`src/rtl/ttiu_pkg.sv`:
```
// Shared types and constants for the thermistor table interpolator.
`timescale 1ns / 1ps

package ttiu_pkg;

    localparam int RAW_W  = 16;
    localparam int ENT_W  = 32;
    localparam int DIFF_W = 17;
    localparam int PROD_W = 34;
    localparam int NUM_W  = 38;
    localparam int REM_W  = 17;
    localparam int SUM_W  = 40;
    localparam int OUT_W  = 24;
    localparam int CFG_W  = 7;
    localparam int IDX_W  = 6;

    localparam logic CMD_LOAD    = 1'b0;
    localparam logic CMD_CONVERT = 1'b1;

    localparam logic signed [SUM_W-1:0] OUT_MAX = SUM_W'(8388607);
    localparam logic signed [SUM_W-1:0] OUT_MIN = -SUM_W'(8388608);

    typedef enum logic [2:0] {
        ST_IDLE,
        ST_WALK,
        ST_DIFF,
        ST_MUL,
        ST_DIVGO,
        ST_DIV,
        ST_OUT
    } state_t;

    typedef struct packed {
        logic              start;
        logic [NUM_W-1:0]  dividend;
        logic [REM_W-1:0]  divisor;
    } div_req_t;

    typedef struct packed {
        logic              busy;
        logic              done;
    } div_stat_t;

endpackage

```
`src/rtl/ttiu_table_ram.sv`:
```
// Curve table memory: one write port, one registered read port.
`timescale 1ns / 1ps

module ttiu_table_ram #(
    parameter int DEPTH = 64
) (
    input  logic                        aclk,
    input  logic                        wr_en,
    input  logic [$clog2(DEPTH)-1:0]    wr_addr,
    input  logic [ttiu_pkg::ENT_W-1:0]  wr_data,
    input  logic                        rd_en,
    input  logic [$clog2(DEPTH)-1:0]    rd_addr,
    output logic [ttiu_pkg::ENT_W-1:0]  rd_data
);

    logic [ttiu_pkg::ENT_W-1:0] mem [DEPTH];
    logic [ttiu_pkg::ENT_W-1:0] rd_data_reg;

    always_ff @(posedge aclk) begin
        if (wr_en) begin
            mem[wr_addr] <= wr_data;
        end
        if (rd_en) begin
            rd_data_reg <= mem[rd_addr];
        end
    end

    assign rd_data = rd_data_reg;

endmodule

```
`src/rtl/ttiu_divider.sv`:
```
// Restoring unsigned divider, one quotient bit per cycle.
`timescale 1ns / 1ps

module ttiu_divider (
    input  logic                        aclk,
    input  logic                        aresetn,
    input  ttiu_pkg::div_req_t          req,
    output ttiu_pkg::div_stat_t         stat,
    output logic [ttiu_pkg::NUM_W-1:0]  quotient
);

    localparam int CNT_W = $clog2(ttiu_pkg::NUM_W);

    logic                        busy_reg, busy_next;
    logic                        done_reg, done_next;
    logic [CNT_W-1:0]            cnt_reg, cnt_next;
    logic [ttiu_pkg::REM_W-1:0]  rem_reg, rem_next;
    logic [ttiu_pkg::REM_W-1:0]  den_reg, den_next;
    logic [ttiu_pkg::NUM_W-1:0]  quo_reg, quo_next;
    logic [ttiu_pkg::REM_W:0]    trial;
    logic [ttiu_pkg::REM_W:0]    diff;

    always_comb begin
        busy_next = busy_reg;
        done_next = 1'b0;
        cnt_next  = cnt_reg;
        rem_next  = rem_reg;
        den_next  = den_reg;
        quo_next  = quo_reg;
        // dividend bits shift out of the top while quotient bits shift in
        trial     = {rem_reg, quo_reg[ttiu_pkg::NUM_W-1]};
        diff      = trial - {1'b0, den_reg};
        if (req.start && !busy_reg) begin
            busy_next = 1'b1;
            cnt_next  = CNT_W'(ttiu_pkg::NUM_W - 1);
            rem_next  = '0;
            den_next  = req.divisor;
            quo_next  = req.dividend;
        end else if (busy_reg) begin
            if (!diff[ttiu_pkg::REM_W]) begin
                rem_next = diff[ttiu_pkg::REM_W-1:0];
                quo_next = {quo_reg[ttiu_pkg::NUM_W-2:0], 1'b1};
            end else begin
                rem_next = trial[ttiu_pkg::REM_W-1:0];
                quo_next = {quo_reg[ttiu_pkg::NUM_W-2:0], 1'b0};
            end
            cnt_next = cnt_reg - 1'b1;
            if (cnt_reg == '0) begin
                busy_next = 1'b0;
                done_next = 1'b1;
            end
        end
    end

    always_ff @(posedge aclk) begin
        if (!aresetn) begin
            busy_reg <= 1'b0;
            done_reg <= 1'b0;
        end else begin
            busy_reg <= busy_next;
            done_reg <= done_next;
        end
    end

    always_ff @(posedge aclk) begin
        cnt_reg <= cnt_next;
        rem_reg <= rem_next;
        den_reg <= den_next;
        quo_reg <= quo_next;
    end

    assign stat.busy = busy_reg;
    assign stat.done = done_reg;
    assign quotient  = quo_reg;

endmodule

```
`src/rtl/thermistor_table_interpolator_unit.sv`:
```
// Top level: table walk, interpolation sequencer and result register.
//
//  channel | ports                                            | handshake
//  --------+--------------------------------------------------+-----------------
//  input   | s_cmd s_entry_index s_entry_raw s_entry_temp     | s_valid/s_ready
//          | s_raw_sample                                     |
//  result  | m_temperature m_above_table m_flat_segment       | m_valid/m_ready
//          | m_saturated                                      |
//  config  | cfg_wr_data (table_length)                       | cfg_wr_en
//
// A load item writes the table memory directly.
// A convert item walks the table through the single memory read port, one entry
// a cycle until a hit or the last entry, then takes the difference, multiply,
// divider start and serial divider steps, forms the sum and loads the output
// register; a flat segment or a sample above the table skips to the output
// register. The next item is taken once the result sits in the output register;
// a stalled result holds only the last stage.
// Synchronous active-low reset; table contents are not cleared.
`timescale 1ns / 1ps

module thermistor_table_interpolator_unit #(
    parameter int TABLE_DEPTH = 64
) (
    input  logic                           aclk,
    input  logic                           aresetn,
    input  logic                           cfg_wr_en,
    input  logic [ttiu_pkg::CFG_W-1:0]     cfg_wr_data,
    input  logic                           s_valid,
    output logic                           s_ready,
    input  logic                           s_cmd,
    input  logic [ttiu_pkg::IDX_W-1:0]     s_entry_index,
    input  logic signed [ttiu_pkg::RAW_W-1:0] s_entry_raw,
    input  logic signed [ttiu_pkg::RAW_W-1:0] s_entry_temp,
    input  logic signed [ttiu_pkg::RAW_W-1:0] s_raw_sample,
    output logic                           m_valid,
    input  logic                           m_ready,
    output logic signed [ttiu_pkg::OUT_W-1:0] m_temperature,
    output logic                           m_above_table,
    output logic                           m_flat_segment,
    output logic                           m_saturated
);

    localparam int AW = $clog2(TABLE_DEPTH);
    localparam int LW = AW + 1;
    localparam int CW = AW + ttiu_pkg::IDX_W;

    localparam int RW  = ttiu_pkg::RAW_W;
    localparam int EW  = ttiu_pkg::ENT_W;
    localparam int DW  = ttiu_pkg::DIFF_W;
    localparam int PW  = ttiu_pkg::PROD_W;
    localparam int NW  = ttiu_pkg::NUM_W;
    localparam int SW  = ttiu_pkg::SUM_W;
    localparam int OW  = ttiu_pkg::OUT_W;

    ttiu_pkg::state_t state_reg, state_next;

    logic [ttiu_pkg::CFG_W-1:0] table_length_reg;

    logic [LW-1:0]          len_reg, len_next;
    logic [AW-1:0]          last_reg, last_next;
    logic [LW-1:0]          issue_reg, issue_next;
    logic                   pend_reg, pend_next;
    logic [AW-1:0]          pend_idx_reg, pend_idx_next;
    logic signed [RW-1:0]   sample_reg, sample_next;
    logic [EW-1:0]          prev_reg, prev_next;
    logic [EW-1:0]          lo_reg, lo_next;
    logic [EW-1:0]          hi_reg, hi_next;
    logic signed [DW-1:0]   span_reg, span_next;
    logic signed [DW-1:0]   dr_reg, dr_next;
    logic signed [DW-1:0]   dt_reg, dt_next;
    logic signed [PW-1:0]   prod_reg, prod_next;
    logic                   neg_reg, neg_next;
    logic [OW-1:0]          res_temp_reg, res_temp_next;
    logic                   res_above_reg, res_above_next;
    logic                   res_flat_reg, res_flat_next;
    logic                   res_sat_reg, res_sat_next;
    logic                   m_valid_reg, m_valid_next;
    logic [OW-1:0]          m_temp_reg, m_temp_next;
    logic                   m_above_reg, m_above_next;
    logic                   m_flat_reg, m_flat_next;
    logic                   m_sat_reg, m_sat_next;

    logic                   wr_en;
    logic [CW-1:0]          wr_idx_ext;
    logic                   rd_en;
    logic [EW-1:0]          rd_data;
    logic [CW-1:0]          tl_ext;
    logic [LW-1:0]          len_eff;
    logic [LW-1:0]          len_m1;

    ttiu_pkg::div_req_t     div_req;
    ttiu_pkg::div_stat_t    div_stat;
    logic [NW-1:0]          div_quo;

    logic [DW-1:0]          span_mag;
    logic [PW-1:0]          prod_mag;
    logic [NW:0]            q_signed;
    logic signed [SW-1:0]   sum;

    ttiu_table_ram #(
        .DEPTH(TABLE_DEPTH)
    ) u_table (
        .aclk    (aclk),
        .wr_en   (wr_en),
        .wr_addr (wr_idx_ext[AW-1:0]),
        .wr_data ({s_entry_raw, s_entry_temp}),
        .rd_en   (rd_en),
        .rd_addr (issue_reg[AW-1:0]),
        .rd_data (rd_data)
    );

    ttiu_divider u_div (
        .aclk     (aclk),
        .aresetn  (aresetn),
        .req      (div_req),
        .stat     (div_stat),
        .quotient (div_quo)
    );

    // whole degrees to 1/16 degree, sign extended to the output width
    function automatic logic [ttiu_pkg::OUT_W-1:0] x16(input logic [ttiu_pkg::RAW_W-1:0] t);
        x16 = {{(ttiu_pkg::OUT_W - ttiu_pkg::RAW_W - 4){t[ttiu_pkg::RAW_W-1]}}, t, 4'b0000};
    endfunction

    assign wr_idx_ext = CW'(s_entry_index);
    assign tl_ext     = CW'(table_length_reg);

    always_comb begin
        if (table_length_reg == '0) begin
            len_eff = LW'(1);
        end else if (tl_ext > CW'(TABLE_DEPTH)) begin
            len_eff = LW'(TABLE_DEPTH);
        end else begin
            len_eff = LW'(tl_ext);
        end
        len_m1 = len_eff - 1'b1;
    end

    assign span_mag = span_reg[DW-1] ? DW'(-span_reg) : DW'(span_reg);
    assign prod_mag = prod_reg[PW-1] ? PW'(-prod_reg) : PW'(prod_reg);

    always_comb begin
        q_signed = neg_reg ? (NW+1)'(-{1'b0, div_quo}) : {1'b0, div_quo};
        sum = $signed(SW'({{(SW-NW-1){q_signed[NW]}}, q_signed}))
            + $signed(SW'({{(SW-RW-4){lo_reg[RW-1]}}, lo_reg[RW-1:0], 4'b0000}));
    end

    always_comb begin
        state_next     = state_reg;
        len_next       = len_reg;
        last_next      = last_reg;
        issue_next     = issue_reg;
        pend_next      = pend_reg;
        pend_idx_next  = pend_idx_reg;
        sample_next    = sample_reg;
        prev_next      = prev_reg;
        lo_next        = lo_reg;
        hi_next        = hi_reg;
        span_next      = span_reg;
        dr_next        = dr_reg;
        dt_next        = dt_reg;
        prod_next      = prod_reg;
        neg_next       = neg_reg;
        res_temp_next  = res_temp_reg;
        res_above_next = res_above_reg;
        res_flat_next  = res_flat_reg;
        res_sat_next   = res_sat_reg;
        m_valid_next   = m_valid_reg;
        m_temp_next    = m_temp_reg;
        m_above_next   = m_above_reg;
        m_flat_next    = m_flat_reg;
        m_sat_next     = m_sat_reg;
        s_ready        = 1'b0;
        wr_en          = 1'b0;
        rd_en          = 1'b0;
        div_req.start    = 1'b0;
        div_req.dividend = {prod_mag, 4'b0000};
        div_req.divisor  = span_mag;

        if (m_valid_reg && m_ready) begin
            m_valid_next = 1'b0;
        end

        case (state_reg)
            ttiu_pkg::ST_IDLE: begin
                s_ready = 1'b1;
                if (s_valid) begin
                    if (s_cmd == ttiu_pkg::CMD_LOAD) begin
                        wr_en = (wr_idx_ext < CW'(TABLE_DEPTH));
                    end else begin
                        sample_next = s_raw_sample;
                        len_next    = len_eff;
                        last_next   = len_m1[AW-1:0];
                        issue_next  = '0;
                        pend_next   = 1'b0;
                        state_next  = ttiu_pkg::ST_WALK;
                    end
                end
            end
            ttiu_pkg::ST_WALK: begin
                // reads run one ahead of the compare
                pend_next = 1'b0;
                if (issue_reg < len_reg) begin
                    rd_en         = 1'b1;
                    issue_next    = issue_reg + 1'b1;
                    pend_next     = 1'b1;
                    pend_idx_next = issue_reg[AW-1:0];
                end
                if (pend_reg) begin
                    if (pend_idx_reg != '0 &&
                        $signed(rd_data[EW-1:RW]) > sample_reg) begin
                        hi_next    = rd_data;
                        lo_next    = prev_reg;
                        state_next = ttiu_pkg::ST_DIFF;
                    end else if (pend_idx_reg == last_reg) begin
                        res_temp_next  = x16(rd_data[RW-1:0]);
                        res_above_next = 1'b1;
                        res_flat_next  = 1'b0;
                        res_sat_next   = 1'b0;
                        state_next     = ttiu_pkg::ST_OUT;
                    end else begin
                        prev_next = rd_data;
                    end
                end
            end
            ttiu_pkg::ST_DIFF: begin
                span_next = $signed({hi_reg[EW-1], hi_reg[EW-1:RW]})
                          - $signed({lo_reg[EW-1], lo_reg[EW-1:RW]});
                dr_next   = $signed({sample_reg[RW-1], sample_reg})
                          - $signed({lo_reg[EW-1], lo_reg[EW-1:RW]});
                dt_next   = $signed({hi_reg[RW-1], hi_reg[RW-1:0]})
                          - $signed({lo_reg[RW-1], lo_reg[RW-1:0]});
                if (hi_reg[EW-1:RW] == lo_reg[EW-1:RW]) begin
                    res_temp_next  = x16(hi_reg[RW-1:0]);
                    res_above_next = 1'b0;
                    res_flat_next  = 1'b1;
                    res_sat_next   = 1'b0;
                    state_next     = ttiu_pkg::ST_OUT;
                end else begin
                    state_next = ttiu_pkg::ST_MUL;
                end
            end
            ttiu_pkg::ST_MUL: begin
                prod_next  = PW'(dr_reg * dt_reg);
                state_next = ttiu_pkg::ST_DIVGO;
            end
            ttiu_pkg::ST_DIVGO: begin
                div_req.start = 1'b1;
                neg_next      = prod_reg[PW-1] ^ span_reg[DW-1];
                state_next    = ttiu_pkg::ST_DIV;
            end
            ttiu_pkg::ST_DIV: begin
                if (div_stat.done) begin
                    res_above_next = 1'b0;
                    res_flat_next  = 1'b0;
                    if (sum > ttiu_pkg::OUT_MAX) begin
                        res_temp_next = OW'(ttiu_pkg::OUT_MAX);
                        res_sat_next  = 1'b1;
                    end else if (sum < ttiu_pkg::OUT_MIN) begin
                        res_temp_next = OW'(ttiu_pkg::OUT_MIN);
                        res_sat_next  = 1'b1;
                    end else begin
                        res_temp_next = sum[OW-1:0];
                        res_sat_next  = 1'b0;
                    end
                    state_next = ttiu_pkg::ST_OUT;
                end
            end
            ttiu_pkg::ST_OUT: begin
                if (!m_valid_reg || m_ready) begin
                    m_valid_next = 1'b1;
                    m_temp_next  = res_temp_reg;
                    m_above_next = res_above_reg;
                    m_flat_next  = res_flat_reg;
                    m_sat_next   = res_sat_reg;
                    state_next   = ttiu_pkg::ST_IDLE;
                end
            end
            default: begin
                state_next = ttiu_pkg::ST_IDLE;
            end
        endcase
    end

    always_ff @(posedge aclk) begin
        if (!aresetn) begin
            state_reg        <= ttiu_pkg::ST_IDLE;
            table_length_reg <= ttiu_pkg::CFG_W'(1);
            pend_reg         <= 1'b0;
            m_valid_reg      <= 1'b0;
        end else begin
            state_reg   <= state_next;
            pend_reg    <= pend_next;
            m_valid_reg <= m_valid_next;
            if (cfg_wr_en) begin
                table_length_reg <= cfg_wr_data;
            end
        end
    end

    always_ff @(posedge aclk) begin
        len_reg       <= len_next;
        last_reg      <= last_next;
        issue_reg     <= issue_next;
        pend_idx_reg  <= pend_idx_next;
        sample_reg    <= sample_next;
        prev_reg      <= prev_next;
        lo_reg        <= lo_next;
        hi_reg        <= hi_next;
        span_reg      <= span_next;
        dr_reg        <= dr_next;
        dt_reg        <= dt_next;
        prod_reg      <= prod_next;
        neg_reg       <= neg_next;
        res_temp_reg  <= res_temp_next;
        res_above_reg <= res_above_next;
        res_flat_reg  <= res_flat_next;
        res_sat_reg   <= res_sat_next;
        m_temp_reg    <= m_temp_next;
        m_above_reg   <= m_above_next;
        m_flat_reg    <= m_flat_next;
        m_sat_reg     <= m_sat_next;
    end

    assign m_valid        = m_valid_reg;
    assign m_temperature  = m_temp_reg;
    assign m_above_table  = m_above_reg;
    assign m_flat_segment = m_flat_reg;
    assign m_saturated    = m_sat_reg;

endmodule
```
`config.mk`:
```
export PLATFORM = sky130hd
export DESIGN_NAME = thermistor_table_interpolator_unit
export DESIGN_NICKNAME = d
export VERILOG_FILES = /design/src/rtl/ttiu_pkg.sv /design/src/rtl/ttiu_table_ram.sv /design/src/rtl/ttiu_divider.sv /design/src/rtl/thermistor_table_interpolator_unit.sv
export SDC_FILE = /design/constraint.sdc
export NUM_CORES = 2
export LEC_CHECK = 0
export BUFFER_PORTS_ARGS = -buffer_cell sky130_fd_sc_hd__buf_2
export CORE_UTILIZATION = 58
export CTS_BUF_LIST = sky130_fd_sc_hd__clkbuf_8
export CTS_CLUSTER_SIZE = 8
export DETAILED_ROUTE_END_ITERATION = 6
export GPL_TIMING_DRIVEN = 0
export PLACE_DENSITY_LB_ADDON = 0.2
export SLEW_MARGIN = 20
export SYNTH_ARGS = -nofsm -noshare
export SYNTH_HDL_FRONTEND = slang
export SYNTH_SLANG_ARGS = --single-unit
```
`constraint.sdc`:
```
create_clock -name aclk -period 19.06 [get_ports aclk]
set_clock_uncertainty 0.15 [all_clocks]
set_input_delay 0.953 -clock aclk [delete_from_list [all_inputs] [get_ports aclk]]
set_output_delay 0.953 -clock aclk [all_outputs]
set_load 0.02 [all_outputs]
```
[Word level (Yosys, flattened, before mapping)]
Memory sizes are Yosys's and may differ from the RTL's. A register that Yosys moved wholly into a read port is not among the register bits.
Cells that the tools add are included.
Word-level totals
  output and inout bits: 29
  memories: 1
  register bits: 370
  logic and storage cells: 162
  RAM bits: 2048
Memories
  u_table.mem: depth 64, width 32, read ports 1, clocked after Yosys merged registers in 1, wr ports 1, line ttiu_table_ram.sv:16  | logic [ttiu_pkg::ENT_W-1:0] mem [DEPTH];
Cells by class
  magnitude comparators: 6
  bitwise gates (word level): 5
  add/subtract/negate cells: 11
  multiply operators: 1
  muxes and demuxes: 64
  equality and inequality tests: 18
  reductions and logical operators: 23
Operators by type and width (count)
  $mux 24: 7
  $mux 38: 2
  $pmux 24 s3: 1
  $sub 16x16->17: 3
  $add 39x20->40: 1
  $gt 40x24->1 const B: 1
  $lt 40x24->1 const B: 1
  $mux 39: 1
  $neg 38->39: 1
  $mux 7: 5
  $mul 17x17->34: 1
  $mux 34: 1
  $neg 34->34: 1
  $mux 1: 31
  $mux 3: 8
  $pmux 3 s7: 1
  $sub 18x17->18: 1
  $mux 17: 1
  $neg 17->17: 1
  $eq 16x16->1: 1
  $gt 16x16->1: 1
  $mux 16: 1
  $ne 2x2->1 const B: 8
  $pmux 7 s2: 1
  29 further kinds: 47

[Logic depth before layout (Yosys ltp)]
  word-level depth: 8
  depth in mapped cells: 26
  mapped depth without buffers: 25

[By module]
A second synthesis with hierarchy kept.
Unflattened totals
  cells, all modules: 6353
  area total of the unflattened synthesis: 109792.8 um^2
Modules (own cells, without submodules)
  ttiu_table_ram: cells an instance 3356, area each 78634.2 um^2, times used 1, seq. area each 62459.9 um^2
  thermistor_table_interpolator_unit: cells an instance 2627, area each 27020.9 um^2, times used 1, seq. area each 8588.2 um^2
  ttiu_divider: cells an instance 370, area each 4137.7 um^2, times used 1, seq. area each 2152.1 um^2

[Worst setup path after synthesis]
No wires, ideal clock.
  path kind: register -> register
  start point: register sample_reg[1]
  end point: register hi_reg[0] (enable)
  cell stages (with the launch flop): 13
  library setup time: 0.565 ns
  buffers on the path: 0
  clock period less this slack: 6.908 ns
  data arrival time: 6.194 ns
  setup slack: 12.152 ns
  cell sequence: edfxtp_1 inv_1 ha_1 nor2b_1 o21a_1 o21a_1 o21a_1 o21ai_0 a21o_1 nand2_1 xnor2_1 nand2b_1 nor3_1
Between the ends
  word-level cells in the longest chain between the ends: 3
RTL lines
  from (decl): line thermistor_table_interpolator_unit.sv:64  | logic signed [RW-1:0] sample_reg, sample_next;
  from (signal assigned): line thermistor_table_interpolator_unit.sv:306  | sample_reg <= sample_next;
  $gt 16x16->1: line thermistor_table_interpolator_unit.sv:211  | $signed(rd_data[EW-1:RW]) > sample_reg) begin
  $logic_and 1x1->1: line thermistor_table_interpolator_unit.sv:210  | if (pend_idx_reg != '0 &&
  $reduce_and 3->1 (no source line)
  to (signal assigned): line thermistor_table_interpolator_unit.sv:309  | hi_reg <= hi_next;
  to (decl): line thermistor_table_interpolator_unit.sv:67  | logic [EW-1:0] hi_reg, hi_next;
No other way between the ends.
A chain may end at the register's enable or synchronous reset.

[Final worst setup path]
  start point: register dt_reg[7]
  end point: register prod_reg[33] (data pin)
Between the ends
  word-level cells in the longest chain between the ends: 1
RTL lines
  from (decl): line thermistor_table_interpolator_unit.sv:70  | logic signed [DW-1:0] dt_reg, dt_next;
  from (signal assigned): line thermistor_table_interpolator_unit.sv:312  | dt_reg <= dt_next;
  $mul 17x17->34: line thermistor_table_interpolator_unit.sv:244  | prod_next = PW'(dr_reg * dt_reg);
  to (signal assigned): line thermistor_table_interpolator_unit.sv:313  | prod_reg <= prod_next;
  to (decl): line thermistor_table_interpolator_unit.sv:71  | logic signed [PW-1:0] prod_reg, prod_next;
No other way between the ends.

==> metrics.md <==
| Metric | Value |
|---|---|
| Hold crit path type | `in2reg` |
| Pleak | `41.7 nW` |
| Post-CTS resize count | `0` |
| Synthesized Nets | `6547` |
| Async set-reset flop share out of synthesis | `0%` |
| Ys Warns | `0` |
| DRT iter0 DRCs | `6306` |
| Wire per inst | `30.3 um` |
| DR vias | `58100` |
| Area of the multi-input gates | `0.0341 mm2` |
| Total negative slack | `0 ps` |
| # H-tree levels | `5` |
| Relative slew slack | `20.5%` |
| Synthesized instance count | `5963` |
| Peak supply drop | `0.661 mV` |
| Largest register FFs | `2048` |
| Non-Filler Instances | `9295` |
| Fillers | `12400` |
| CTS Sinks | `2450` |
| Die extent in x | `436 um` |
| Number of global-route vias before repair | `59300` |
| Die H | `436 um` |
| Avg Cell Area, Syn | `18.4 um2` |
| Number of max-cap violations | `0` |
| Tot GR Track Use | `30.0%` |
| Worst slew pin tran | `1190 ps` |
| Gp weighted congestion | `0.917` |
| Clock slew at reported path FFs | `60 ps` |
| Die area | `0.190 mm2` |
| Final worst-path cycle share | `44.1%` |
| Share of cells above drive strength 1 | `21.4%` |
| Num rows | `159` |
| Sequential fraction of the synthesis area | `66.8%` |
| Status | `finished, violations left` |
| Worst skew pair latency | `1080 ps` |
| Initial antenna violation count | `21` |
| Synth Flop Type | `edfxtp_1` |
| Via density per instance | `6.25` |
| Grt ovf | `0` |
| Placed Instances | `8649` |
| Dpl hpwl | `198 mm` |
| Final hold violation count | `0` |
| CP most frequent cell | `fa_1` |
| RSZ-0062 raised after global routing | `false` |
| Minimum clock period | `8400 ps` |
| Core Region | `0.188 mm2` |
| Root Buffer | `clkbuf_8` |
| Area delta synth->final | `12.0%` |
| CP Class | `reg2reg` |
| Clk buf depth | `4` |
| Distinct cells, synth | `81` |
| Crit-path max cell delay | `540 ps` |
| Remaining routing DRC violations | `3` |
| Post CTS Setup Buffer Count | `0` |
| Number of synthesized flops with an enable pin | `2409` |
| Synth Cell Area | `0.109 mm2` |
| Pre-antenna DRT Iters | `7` |
| FF+latch area | `0.0732 mm2` |
| TritonCTS clock tree | `done` |
| Final setup viols | `0` |
| CP endpoint kind | `flop` |
| #FFs+latches synth | `2450` |
| Num CTS Buffers | `393` |
| Max Clk Rate | `0.119 GHz` |
| Slew Limit Fails | `0` |
| Starting Density | `58.3%` |
| Routed wire length | `281 mm` |
| Final nets | `7153` |
| # port buffers | `91` |
| First-pass GRT wire length | `406 mm` |
| CP required | `19650 ps` |
| Startpoint Class | `flop` |
| WP data arrival | `8990 ps` |
| Worst-path fanout max | `10` |
| PD cells | `181 mW/mm2` |
| Worst path slowest cell | `clkbuf_1` |
| Failing checks | `design-rule violations` |
| Detail Route Antenna Nets | `0` |
| IO Pins | `96` |
| Largest net degree at the start of global routing | `65` |
-- critical path, delay by kind of cell (launching register included) --
| kind | cells | cell delay, ps |
|---|---|---|
| simple gates | 5 | 1180 |
| fa+ha+maj | 7 | 3360 |
| compound gates | 6 | 1350 |
| buf+inv | 7 | 1290 |
| flops | 1 | 330 |
| xor+xnor | 1 | 460 |
-- final timing paths --
path                         start                end  depth (start not counted)  slack (ps)
setup / recovery         dt_reg[7]       prod_reg[33]                         26       10660
hold reg to reg   res_temp_reg[19]  m_temperature[19]                          0         260
hold / removal    s_raw_sample[12]     sample_reg[12]                          1         120
setup reg to reg         dt_reg[7]       prod_reg[33]                         26       10660
-- stage by stage --
step / cell area [um2] / power [mW] / util [%] / worst slack, ps / hold slack, ps
final: 123000 / 22.2 / 65.3 / 10660 / 117
after global routing: 123000 / 23.6 / 65.3 / 10260 / 81.9
after CTS: 122000 / 22.3 / 65.3 / 10630 / 69.6
after detailed placement: 116000 / 18.5 / 61.8 / 10630 / 255
after global placement: 113000 / 18.3 / 60.2 / 10000 / 251
after floorplan: 109000 / 14.7 / - / 12150 / 250
-- layout by cell type (no fill, tap or decap), types with 16 or more instances in the layout --
master         synthesis  final
buf_12                 1     33
nor2_1               219    154
a22o_1                32     32
o31ai_1               27     27
buf_2                  4     79
a22oi_1               17     17
dfxtp_1               41     41
xor2_1                45     45
mux4_2               672    672
mux2i_1               26     26
a21oi_1              102    102
a21o_1                31     31
nand4_1               16     16
and2_1               137    136
nand2_1              287    287
inv_1                451    579
ha_1                 216    216
clkbuf_1             182    164
clkinv_1               1     59
buf_4                  0     34
nor2b_1               30     30
dlygate4sd3_1          0     19
buf_1                 56     31
nand2b_1              50     50
nor2_4                 0     65
a21boi_0              16     16
fa_1                 301    301
clkbuf_8               0    400
nor3_1                40     39
edfxtp_1            2409   2409
xnor2_1              160    160
o21a_1                17     17
clkbuf_2               0     31
or3_1                 17     17
or4_1                 16     16
o21ai_0              114    114
nand3_1               27     27
buf_16                 0     56
-- synthesized netlist by cell type, types with 31 or more instances --
cell type,n,share of area (%)
a21oi_1,102,0.47
xnor2_1,160,1.3
a22o_1,32,0.26
ha_1,216,2.5
a21o_1,31,0.21
nor3_1,40,0.18
fa_1,301,5.5
nor2_1,219,0.75
nand2b_1,50,0.29
inv_1,451,1.5
mux4_2,672,14
nand2_1,287,0.98
xor2_1,45,0.36
dfxtp_1,41,0.75
o21ai_0,114,0.52
edfxtp_1,2409,66
buf_1,56,0.19
and2_1,137,0.78
clkbuf_1,182,0.62
-- routing by layer --
layer	up-vias	track usage, %	wire length, um
li1	24400	-	-
met1	30200	38.3	102000
met2	2885	49.7	140000
met3	569	6.28	24800
met4	6	13.8	14500
met5	-	0	54
-- timing repair --
action,in CTS,in global routing
hold endpoints to repair,18,0
setup endpoints to repair,0,0
hold buffers,19,0
-- power breakdown --
part           leakage (nW)  total [mW]  switching (mW)  internal [mW]
logic                  15.9        11.6            6.87           4.70
registers              22.0        6.75           0.156           6.60
clock network          3.74        3.85            1.94           1.91
-- final cells by class --
class,count,share of cell area [%]
plain buffers,246,0.835
diodes,15,0.0306
clock inverters,211,0.705
well taps,2495,2.55
clock buffers,400,4.49
inverters,452,1.38
flip-flops and latches,2450,59.7
multi-input cells,2815,27.8
repair buffers,211,2.47
-- kinds of logic (layout without fill, tap and decap cells) --
logic type                 Yosys count  in the layout  synth area share [%]
DFF                               2450           2450                  66.8
and+or+nand+nor                    904            904                  4.03
muxes                              701            701                  14.1
buffers and inverters              698           1520                  2.43
adders and majority gates          517            517                  7.98
AOI/OAI and AO/OA                  488            488                  2.98
xor gates and xnor gates           205            205                  1.64
other                                0             15                     0
No activity file was read; power rests on OpenSTA's default activity.
